<file path="src/design/rtrt_pkg.sv">
// Package: shared types and codes for the request timeout retry table.
package rtrt_pkg;

	typedef enum logic [1:0] {
		ACT_SEND  = 2'd0,
		ACT_REPLY = 2'd1,
		ACT_TICK  = 2'd2,
		ACT_CLOSE = 2'd3
	} action_t;

	typedef enum logic [3:0] {
		K_TRANSMIT = 4'd0,
		K_FULL     = 4'd1,
		K_DONE     = 4'd2,
		K_FAILED   = 4'd3,
		K_IGNORED  = 4'd4,
		K_RESEND   = 4'd5,
		K_EXPIRED  = 4'd6,
		K_FLUSHED  = 4'd7,
		K_NOTHING  = 4'd8
	} kind_t;

	typedef enum logic [1:0] {
		REG_TIMEOUT = 2'd0,
		REG_MAXRTY  = 2'd1,
		REG_ERRSTAT = 2'd2
	} reg_idx_t;

	typedef enum logic [2:0] {
		ST_IDLE,
		ST_READ,
		ST_EVAL,
		ST_DECIDE,
		ST_EMIT,
		ST_FINAL
	} state_t;

	typedef struct packed {
		logic [3:0]  kind;
		logic [31:0] packet_id;
		logic [7:0]  connection;
		logic [3:0]  retry_count;
		logic        last;
	} result_t;

endpackage

</file>
<file path="src/design/request_timeout_retry_table.sv">
// Top level: outstanding request table with timeout, retry and flush.
// Each transaction walks the table one entry at a time through a single
// registered read port: each entry passes a read state and a decide state,
// and a tick adds an evaluate state per entry for the age compare. Each
// flushed, resent or expired entry adds an emit state. Every result waits
// in the output register until taken, which stalls the walk. Valid bits are
// flip-flops cleared by reset; the entry payload memory needs no clearing.
module request_timeout_retry_table
	import rtrt_pkg::*;
#(
	parameter int TABLE_DEPTH = 16
) (
	input  logic        clk,
	input  logic        arst_n,
	input  logic        cfg_we,
	input  logic [1:0]  cfg_index,
	input  logic [31:0] cfg_data,
	input  logic        s_tvalid,
	output logic        s_tready,
	// [31:0] packet_id, [39:32] connection_id, [43:40] reply_status, [75:44] now, pad
	input  logic [79:0] s_tdata,
	// action
	input  logic [1:0]  s_tuser,
	output logic        m_tvalid,
	input  logic        m_tready,
	// [31:0] out_packet_id, [39:32] out_connection, [43:40] retry_count, pad
	output logic [47:0] m_tdata,
	// kind
	output logic [3:0]  m_tuser,
	output logic        m_tlast
);

	localparam int IW = (TABLE_DEPTH > 1) ? $clog2(TABLE_DEPTH) : 1;
	localparam int CW = $clog2(TABLE_DEPTH + 1);

	logic [31:0] timeout_q;
	logic [3:0]  maxrty_q, errstat_q;

	always_ff @(posedge clk or negedge arst_n) begin
		if (!arst_n) begin
			timeout_q <= 32'd1000;
			maxrty_q  <= 4'd3;
			errstat_q <= 4'd15;
		end else if (cfg_we) begin
			case (cfg_index)
				REG_TIMEOUT: timeout_q <= cfg_data;
				REG_MAXRTY:  maxrty_q  <= cfg_data[3:0];
				REG_ERRSTAT: errstat_q <= cfg_data[3:0];
				default: ;
			endcase
		end
	end

	// entry memory: pid, conn, expected status, time sent, retries
	logic [31:0] mem_pid [TABLE_DEPTH];
	logic [7:0]  mem_conn [TABLE_DEPTH];
	logic [3:0]  mem_exp [TABLE_DEPTH];
	logic [31:0] mem_time [TABLE_DEPTH];
	logic [3:0]  mem_rty [TABLE_DEPTH];
	logic [TABLE_DEPTH-1:0] valid_q;

	state_t      state_q, state_d;
	action_t     act_q;
	logic [31:0] pid_q, now_q;
	logic [7:0]  conn_q;
	logic [3:0]  stat_q;
	logic [CW-1:0] idx_q;
	logic        found_q, free_found_q, phase2_q;
	logic [IW-1:0] slot_q, free_q;
	logic        any_q;

	logic [31:0] rd_pid, rd_time;
	logic [7:0]  rd_conn;
	logic [3:0]  rd_exp, rd_rty;
	logic        rd_valid;
	logic        timed_q;

	result_t     res_q, res_d;
	logic        ovalid_q;

	// walk results are held one back so the final one can carry last
	result_t     hold_q, out_d;
	logic        hold_v_q;
	logic        load_out, push_last;

	logic [IW-1:0] ridx;
	logic        do_read, emit, wr_en, clr_en, set_en;
	logic [IW-1:0] wr_idx;
	logic [31:0] wr_time;
	logic [3:0]  wr_rty;
	logic        wr_full;

	// the final step of a send or reply reads back the matched slot
	assign ridx = (state_q == ST_FINAL) ? slot_q : idx_q[IW-1:0];

	always_ff @(posedge clk) begin
		if (do_read) begin
			rd_pid  <= mem_pid[ridx];
			rd_conn <= mem_conn[ridx];
			rd_exp  <= mem_exp[ridx];
			rd_time <= mem_time[ridx];
			rd_rty  <= mem_rty[ridx];
		end
		if (wr_en) begin
			mem_time[wr_idx] <= wr_time;
			mem_rty[wr_idx]  <= wr_rty;
			if (wr_full) begin
				mem_pid[wr_idx]  <= pid_q;
				mem_conn[wr_idx] <= conn_q;
				mem_exp[wr_idx]  <= stat_q;
			end
		end
	end

	logic        s_acc, last_idx, out_free;
	logic [31:0] age;
	assign s_acc    = s_tvalid && s_tready;
	assign last_idx = (idx_q == CW'(TABLE_DEPTH - 1));
	assign out_free = !ovalid_q || m_tready;
	assign age      = now_q - rd_time;
	assign s_tready = (state_q == ST_IDLE) && !ovalid_q;

	always_comb begin
		state_d = state_q;
		do_read = 1'b0;
		emit    = 1'b0;
		wr_en   = 1'b0;
		wr_full = 1'b0;
		wr_idx  = ridx;
		wr_time = now_q;
		wr_rty  = 4'd0;
		clr_en  = 1'b0;
		set_en  = 1'b0;
		res_d   = '0;
		case (state_q)
			ST_IDLE: if (s_acc) state_d = ST_READ;
			ST_READ: begin
				do_read = 1'b1;
				state_d = (act_q == ACT_TICK) ? ST_EVAL : ST_DECIDE;
			end
			ST_EVAL: state_d = ST_DECIDE;
			ST_DECIDE: begin
				state_d = ST_READ;
				case (act_q)
					ACT_SEND, ACT_REPLY: begin
						if (last_idx) state_d = ST_FINAL;
					end
					ACT_TICK: begin
						if (rd_valid && timed_q) begin
							state_d = ST_EMIT;
						end else if (last_idx) state_d = ST_FINAL;
					end
					default: begin
						if (rd_valid && rd_conn == conn_q) state_d = ST_EMIT;
						else if (last_idx) state_d = ST_FINAL;
					end
				endcase
			end
			ST_EMIT: begin
				if (out_free) begin
					emit = 1'b1;
					res_d.packet_id  = rd_pid;
					res_d.connection = rd_conn;
					res_d.retry_count = rd_rty;
					clr_en = 1'b1;
					res_d.kind = K_FLUSHED;
					if (act_q == ACT_TICK) begin
						if (rd_rty >= maxrty_q) begin
							res_d.kind = K_EXPIRED;
						end else begin
							clr_en = 1'b0;
							res_d.kind = K_RESEND;
							res_d.retry_count = rd_rty + 4'd1;
							wr_en  = 1'b1;
							wr_rty = rd_rty + 4'd1;
						end
					end
					state_d = last_idx ? ST_FINAL : ST_READ;
				end
			end
			ST_FINAL: begin
				if (act_q == ACT_SEND || act_q == ACT_REPLY) begin
					if (!phase2_q) begin
						// read matched slot for reply
						do_read = 1'b1;
					end else if (out_free) begin
						emit = 1'b1;
						res_d.last = 1'b1;
						res_d.packet_id = pid_q;
						state_d = ST_IDLE;
						if (act_q == ACT_SEND) begin
							res_d.connection = conn_q;
							if (found_q || free_found_q) begin
								res_d.kind = K_TRANSMIT;
								wr_en   = 1'b1;
								wr_full = 1'b1;
								wr_idx  = found_q ? slot_q : free_q;
								set_en  = 1'b1;
							end else res_d.kind = K_FULL;
						end else if (!found_q) begin
							res_d.kind = K_IGNORED;
						end else begin
							res_d.connection  = rd_conn;
							res_d.retry_count = rd_rty;
							if (stat_q == rd_exp) begin
								res_d.kind = K_DONE;
								clr_en = 1'b1;
							end else if (stat_q == errstat_q) begin
								res_d.kind = K_FAILED;
								clr_en = 1'b1;
							end else res_d.kind = K_IGNORED;
							wr_idx = slot_q;
						end
					end
				end else if (out_free) begin
					state_d = ST_IDLE;
					if (!any_q) begin
						emit = 1'b1;
						res_d.kind = K_NOTHING;
						res_d.last = 1'b1;
					end
				end
			end
			default: state_d = ST_IDLE;
		endcase
	end

	always_comb begin
		push_last = (state_q == ST_FINAL) && out_free && any_q
			&& act_q != ACT_SEND && act_q != ACT_REPLY;
		load_out  = 1'b0;
		out_d     = res_d;
		if (emit) begin
			if (state_q == ST_EMIT) begin
				load_out = hold_v_q;
				out_d    = hold_q;
			end else load_out = 1'b1;
		end else if (push_last) begin
			load_out   = 1'b1;
			out_d      = hold_q;
			out_d.last = 1'b1;
		end
	end

	always_ff @(posedge clk or negedge arst_n) begin
		if (!arst_n) begin
			state_q  <= ST_IDLE;
			valid_q  <= '0;
			ovalid_q <= 1'b0;
			hold_v_q <= 1'b0;
			idx_q    <= '0;
			found_q  <= 1'b0;
			free_found_q <= 1'b0;
			phase2_q <= 1'b0;
			any_q    <= 1'b0;
			rd_valid <= 1'b0;
			timed_q  <= 1'b0;
			slot_q   <= '0;
			free_q   <= '0;
		end else begin
			state_q <= state_d;
			if (load_out) ovalid_q <= 1'b1;
			else if (m_tvalid && m_tready) ovalid_q <= 1'b0;
			if (s_acc) begin
				act_q  <= action_t'(s_tuser);
				pid_q  <= s_tdata[31:0];
				conn_q <= s_tdata[39:32];
				stat_q <= s_tdata[43:40];
				now_q  <= s_tdata[75:44];
				idx_q  <= '0;
				found_q <= 1'b0;
				free_found_q <= 1'b0;
				phase2_q <= 1'b0;
				any_q <= 1'b0;
			end
			if (do_read) rd_valid <= valid_q[ridx];
			if (state_q == ST_EVAL) timed_q <= age > timeout_q;
			if (state_q == ST_DECIDE) begin
				if (act_q == ACT_SEND || act_q == ACT_REPLY) begin
					if (rd_valid && rd_pid == pid_q && !found_q) begin
						found_q <= 1'b1;
						slot_q  <= ridx;
					end
					if (!rd_valid && !free_found_q) begin
						free_found_q <= 1'b1;
						free_q <= ridx;
					end
				end
				if (state_d == ST_READ) idx_q <= idx_q + CW'(1);
			end
			if (state_q == ST_EMIT && emit) begin
				if (!last_idx) idx_q <= idx_q + CW'(1);
			end
			if (state_q == ST_FINAL && !phase2_q) phase2_q <= 1'b1;
			if (clr_en) valid_q[wr_idx] <= 1'b0;
			if (set_en) valid_q[wr_idx] <= 1'b1;
			if (emit && state_q == ST_EMIT) begin
				any_q    <= 1'b1;
				hold_q   <= res_d;
				hold_v_q <= 1'b1;
			end else if (push_last) hold_v_q <= 1'b0;
			if (load_out) res_q <= out_d;
		end
	end

	assign m_tvalid = ovalid_q;
	assign m_tdata  = {4'd0, res_q.retry_count, res_q.connection, res_q.packet_id};
	assign m_tuser  = res_q.kind;
	assign m_tlast  = res_q.last;

endmodule

</file>
<file path="config.mk">
export PLATFORM = sky130hd
export DESIGN_NAME = request_timeout_retry_table
export DESIGN_NICKNAME = d
export VERILOG_FILES = /design/src/design/rtrt_pkg.sv /design/src/design/request_timeout_retry_table.sv
export SDC_FILE = /design/constraint.sdc
export NUM_CORES = 2
export LEC_CHECK = 0
export BUFFER_PORTS_ARGS = -buffer_cell sky130_fd_sc_hd__buf_4
export CORE_UTILIZATION = 55
export DETAILED_ROUTE_END_ITERATION = 6
export HOLD_SLACK_MARGIN = 0.08
export PLACE_DENSITY = 0.71
export SLEW_MARGIN = 20
export SYNTH_ARGS = -nofsm -noshare
export SYNTH_HDL_FRONTEND = slang
export SYNTH_SLANG_ARGS = --single-unit
export TNS_END_PERCENT = 5
</file>
<file path="constraint.sdc">
create_clock -name clk -period 10 [get_ports clk]
set_input_delay 0.5 -clock clk [delete_from_list [all_inputs] [get_ports clk]]
set_output_delay 0.5 -clock clk [all_outputs]
set_load 0.1 [all_outputs]
</file>
# Word level (Yosys, flattened, before mapping)
# Memories as Yosys holds them, arrays and structs flattened. A register that Yosys moved wholly into a read port is not among the register bits.
# Index checks and enable logic that the tools add are counted.
[totals]
regBits = 256
mem_bits_rw = 1280
input_bits = 121
wordCells = 216
n_memories = 5
[classes]
add_sub_neg = 3
magnitude_cmp = 5
eq_ne = 16
muxes = 113
bitwise_logic = 3
n_reduce_logical = 40
[mem_list]
columns = ["name", "depth", "word_bits", "read_ports", "rd_ports_with_merged_regs", "wr", "line", "text"]
rows = [
  ["mem_pid", 16, 32, 1, 1, 1, "request_timeout_retry_table.sv:55", "logic [31:0] mem_pid [TABLE_DEPTH];"],
  ["mem_time", 16, 32, 1, 1, 1, "request_timeout_retry_table.sv:58", "logic [31:0] mem_time [TABLE_DEPTH];"],
  ["mem_conn", 16, 8, 1, 1, 1, "request_timeout_retry_table.sv:56", "logic [7:0] mem_conn [TABLE_DEPTH];"],
  ["mem_exp", 16, 4, 1, 1, 1, "request_timeout_retry_table.sv:57", "logic [3:0] mem_exp [TABLE_DEPTH];"],
  ["mem_rty", 16, 4, 1, 1, 1, "request_timeout_retry_table.sv:59", "logic [3:0] mem_rty [TABLE_DEPTH];"],
]
[ops]
columns = ["cell", "n"]
rows = [
  ["49-bit two-way mux", 5],
  ["48-bit one-hot mux with 2 select lines", 1],
  ["4-bit two-way mux", 23],
  ["1-bit two-way mux", 55],
  ["48-bit two-way mux", 1],
  ["44-bit two-way mux", 1],
  ["32-bit equality test", 1],
  ["32-bit greater-than comparator", 1],
  ["16-bit two-way mux", 2],
  ["32-bit subtractor", 1],
  ["3-bit two-way mux", 9],
  ["5-bit two-way mux", 5],
  ["3-bit one-hot mux with 6 select lines", 1],
  ["16-bit bitwise AND", 1],
  ["16-bit inverter", 1],
  ["16-bit bitwise OR", 1],
  ["1-bit logical AND", 15],
  ["12-bit two-way mux", 1],
  ["2-bit AND reduction", 6],
  ["4-bit by 5-bit < comparator with 1-bit output (second input constant)", 2],
  ["2-bit nonzero test", 5],
  ["4-bit equality test", 2],
  ["8-bit equality test", 1],
  ["8-bit two-way mux", 1],
  ["other kinds (22)", 38],
]

# Logic depth before layout (Yosys ltp)
[logic_depth]
ltp_word = 17
depth_mapped = 20

# Worst setup path after synthesis
# Ideal clock, no wire load.
[synth_path]
path_type = "register -> register"
from = "register ovalid_q, in the netlist m_tvalid"
to = "register act_q[0] (enable)"
setup_time_ps = 515
t_arrival_ps = 7650
setup_slack_ps = 1835
path_stages_with_launch = 5
n_path_buf = 1
period_less_slack_ps = 8165
cell_sequence = "dfrtp_1 nor4_1 nand2_1 clkbuf_1 nor2_1"
[synth_between]
elab_chain_len = 4
[synth_lines]
columns = ["element", "line", "text"]
rows = [
  ["from (decl)", "request_timeout_retry_table.sv:79", "logic ovalid_q;"],
  ["from (signal assigned)", "request_timeout_retry_table.sv:249", "ovalid_q <= 1'b0;"],
  ["from (signal assigned)", "request_timeout_retry_table.sv:262", "if (load_out) ovalid_q <= 1'b1;"],
  ["from (signal assigned)", "request_timeout_retry_table.sv:263", "else if (m_tvalid && m_tready) ovalid_q <= 1'b0;"],
  ["1-bit logical NOT", "request_timeout_retry_table.sv:121", "assign s_tready = (state_q == ST_IDLE) && !ovalid_q;"],
  ["1-bit logical AND", "request_timeout_retry_table.sv:121", ""],
  ["net s_tready", "request_timeout_retry_table.sv:19", "output logic s_tready,"],
  ["1-bit logical AND", "request_timeout_retry_table.sv:117", "assign s_acc = s_tvalid && s_tready;"],
  ["2-bit AND reduction (no source line)", "--", ""],
  ["to (signal assigned)", "request_timeout_retry_table.sv:265", "act_q <= action_t'(s_tuser);"],
  ["to (decl)", "request_timeout_retry_table.sv:63", "action_t act_q;"],
]
# The timed path passes the listed nets, and every way through them passes these cells.
# A chain may end at the register's enable or synchronous reset.

# Worst setup path in the final report
[layout_path]
from = "register now_q[0]"
to = "register timed_q"
[layout_between]
elab_chain_len = 2
[layout_lines]
columns = ["element", "line", "text"]
rows = [
  ["from (decl)", "request_timeout_retry_table.sv:64", "logic [31:0] pid_q, now_q;"],
  ["from (signal assigned)", "request_timeout_retry_table.sv:269", "now_q <= s_tdata[75:44];"],
  ["32-bit subtractor", "request_timeout_retry_table.sv:120", "assign age = now_q - rd_time;"],
  ["32-bit greater-than comparator", "request_timeout_retry_table.sv:277", "if (state_q == ST_EVAL) timed_q <= age > timeout_q;"],
  ["to (signal assigned)", "request_timeout_retry_table.sv:277", ""],
  ["to (decl)", "request_timeout_retry_table.sv:76", "logic timed_q;"],
]
# Every way passes these cells.

==> results.json <==
{
  "cp_num_buf_inv": 2,
  "slew_violations": 0,
  "ant_nets": 0,
  "register_area_sq_um": 48100,
  "die_h_um": 345,
  "synth_edf_count": 1536,
  "synth_area_sq_um": 64600,
  "yosysUniqueCellTypes": 69,
  "cts.repair.resized": 0,
  "gp_congestion": 0.888,
  "hold_violations": 0,
  "crit_fanout": 17,
  "design_area_sq_um": 74200,
  "swShare_pct": 28.7,
  "status": "complete, no violations",
  "clock_path_buffers": 3,
  "die_w_um": 345,
  "routedWlPerCell_um": 28.0,
  "hp-class": "input port to asynchronous set/reset pin",
  "slew_headroom_pct": 24.1,
  "ir_worst_vdd_uv": 252,
  "cpMaxStageDelayCell": "edfxtp_1",
  "grt_pass1_vias": 34064,
  "grt_pass1_wl_um": 223000,
  "fin_crit_sh_pct": 51.7,
  "fin_setup_tns_ps": 0,
  "htreeDepth": 4,
  "coreArea_sq_um": 116000,
  "critical-path-top-delay-family": "compound AO/OA/AOI/OAI gates",
  "tightest_slew_ps": 1130,
  "synth_ff_type": "edfxtp_1",
  "worstPathRequired_ps": 10640,
  "path_clk_slew_ps": 60,
  "async_flop_share_pct": 4.95,
  "rsz0062_at_grt": "no",
  "drcViolationCount": 0,
  "skew_ps": 26.6,
  "power.switching_mw": 5.35,
  "fin_crit_ps": 5170,
  "p_per_area_nw_per_um2": 252,
  "cp.arrival_ps": 5810,
  "max_freq_ghz": 0.194,
  "crit_path_max_incr_delay_ps": 650,
  "crit_top_cell": "a21oi_1",
  "rows": 125,
  "crit_chain": "inv_1 > ha_1 > inv_1 > fa_1 > a211oi_1 > o21ai_0 > or3b_2 > o211ai_1 > a41oi_1 > nand3_1 > o311ai_0 > ha_1 > a21o_1 > a21o_1 > a21oi_1 > nor2_1 > a2111oi_0 > o2111ai_1 > a21oi_1 > a21oi_1",
  "internal_power_mw": 13.3,
  "syn_area_per_cell_sq_um": 18.9,
  "synth_cells": 3424,
  "diodes": 0,
  "clock_sinks": 1616,
  "cts_tree": "done",
  "power_frac_seq_pct": 43.5,
  "post_cts_buffers": 0,
  "initial_utilization_pct": 55.5,
  "yosysWarningCount": 0,
  "dpl-instance-area_sq_um": 67700,
  "combPwrFrac_pct": 24.0,
  "cts_buffers": 161,
  "dp_hpwl_um": 80100,
  "cap_violations": 0,
  "ys_seq_area_share_pct": 74.5,
  "gr-total-overflow": 0,
  "io_pins": 176,
  "drtIter0Drc": 3847,
  "crit_path_start_kind": "register",
  "setup_viol": 0,
  "layout.nets": 3957,
  "grt_max_degree": 146,
  "syn_to_final_growth_pct": 14.8,
  "holdBufCountCts": 111,
  "portBuffers": 167,
  "fillerInstances": 7808,
  "clk_latency_ps": 780,
  "multiInputGateArea_sq_um": 15500,
  "worstSetupEndpointType": "register",
  "grt_usage_pct": 25.9,
  "clkPwrFrac_pct": 32.5,
  "viasPerCell": 6.27,
  "vias": 33959,
  "final_util_pct": 63.7,
  "critPathKind": "register to register",
  "wl_um": 152000,
  "layout_commonest_cell": "edfxtp_1",
  "drt-pass1-iter-count": 5,
  "leakagePower_nw": 25.0,
  "dieArea_sq_um": 119000,
  "antenna_found_initial": 2,
  "drive_above_1_share_pct": 21.4,
  "final_cell_mix": "edfxtp_1, nand2_1, mux4_2",
  "cts-root-buf": "clkbuf_16",
  "whs_ps": 240,
  "ys_ff_latch": 1616
}
-- final timing paths --
| path | start | endpoint | slack [ps] | cells after the start |
|---|---|---|---|---|
| min in group clk | m_tready | state_q[0] | 290 | 4 |
| setup reg to reg | now_q[0] | timed_q | 4830 | 20 |
| hold reg to reg | free_q[1] | free_q[1] | 480 | 2 |
| setup / recovery | now_q[0] | timed_q | 4830 | 20 |
| hold / removal | arst_n | timeout_q[12] | 240 | 2 |
| max in group asynchronous | arst_n | timeout_q[1] | 8640 | 3 |
-- cell usage after synthesis, types with 26 or more instances --
cell type,count,area share (%)
edfxtp_1,1536,71
nand2_1,290,1.7
mux4_2,279,9.7
o21ai_0,118,0.91
inv_1,89,0.52
a211oi_1,87,1.0
a31oi_1,85,0.82
and2_1,85,0.82
clkbuf_1,81,0.47
ha_1,71,1.4
a22o_1,70,0.95
nor2_1,69,0.40
dfrtp_1,68,2.6
a21oi_1,50,0.39
buf_2,45,0.35
mux4_1,45,1.8
xnor2_1,44,0.60
xor2_1,29,0.39
a21o_1,26,0.30
buf_6,26,0.45
-- state kept, by name (all words and copies together), names as in the netlist, 4 cells and up --
register and flops:
mem_pid 512, mem_time 512, mem_conn 128, mem_exp 64, mem_rty 64, hold_q 49
m_tdata 44, now_q 32, pid_q 32, rd_pid 32, rd_time 32, timeout_q 32
valid_q 16, conn_q 8, rd_conn 8, idx_q 5, errstat_q 4, free_q 4
m_tuser 4, maxrty_q 4, rd_exp 4, rd_rty 4, slot_q 4, stat_q 4
-- stage by stage --
step / worst slack, ps / power [mW] / cells
floorplan: 1830 / 11.6 / 3427
global placement: 4950 / 12.6 / 5014
detailed placement: 4890 / 12.7 / 5014
CTS: 4850 / 18.7 / 5419
global route: 4510 / 19.4 / 5419
finish: 4830 / 18.7 / 5419
-- power by group through the flow --
stage | sequential [mW] | clock [mW] | combinational, mW
4_1_cts | 8.10 | 6.13 | 4.51
6_report | 8.11 | 6.06 | 4.48
3_3_place_gp | 8.23 | 0 | 4.40
5_1_grt | 8.13 | 6.39 | 4.88
2_1_floorplan | 8.15 | 0 | 3.44
3_5_place_dp | 8.23 | 0 | 4.44
-- cells by family (layout without fill, tap and decap cells) --
group                    count (synthesis)  in the layout  synth area share (%)
flip-flops                            1616           1616                  74.5
other                                    1              4               0.00580
AO/OA/AOI/OAI                          498            498                  5.15
adder cells (fa/ha/maj)                 72             72                  1.41
XOR/XNOR                                73             73                 0.990
AND/OR/NAND/NOR                        550            550                  3.92
buffers and inverters                  266            734                  2.05
multiplexers                           348            348                  12.0
-- layer usage --
layer	up-vias	global-route usage [%]	part of all wire [%]
li1	14477	-	-
met1	17642	37.5	41
met2	1622	40.9	48
met3	218	4.11	8.1
met4	0	8.46	2.7
met5	-	0	0
-- final cells by class --
cell class | instances | area share (%)
Clock buffer | 191 | 5.67
Clock inverter | 103 | 1.52
Inverter | 89 | 0.451
Multi-Input combinational cell | 1545 | 20.9
Sequential cell | 1616 | 64.9
Tap cell | 1524 | 2.57
Timing Repair Buffer | 351 | 4.00
Power figures use the tool's default switching activity.
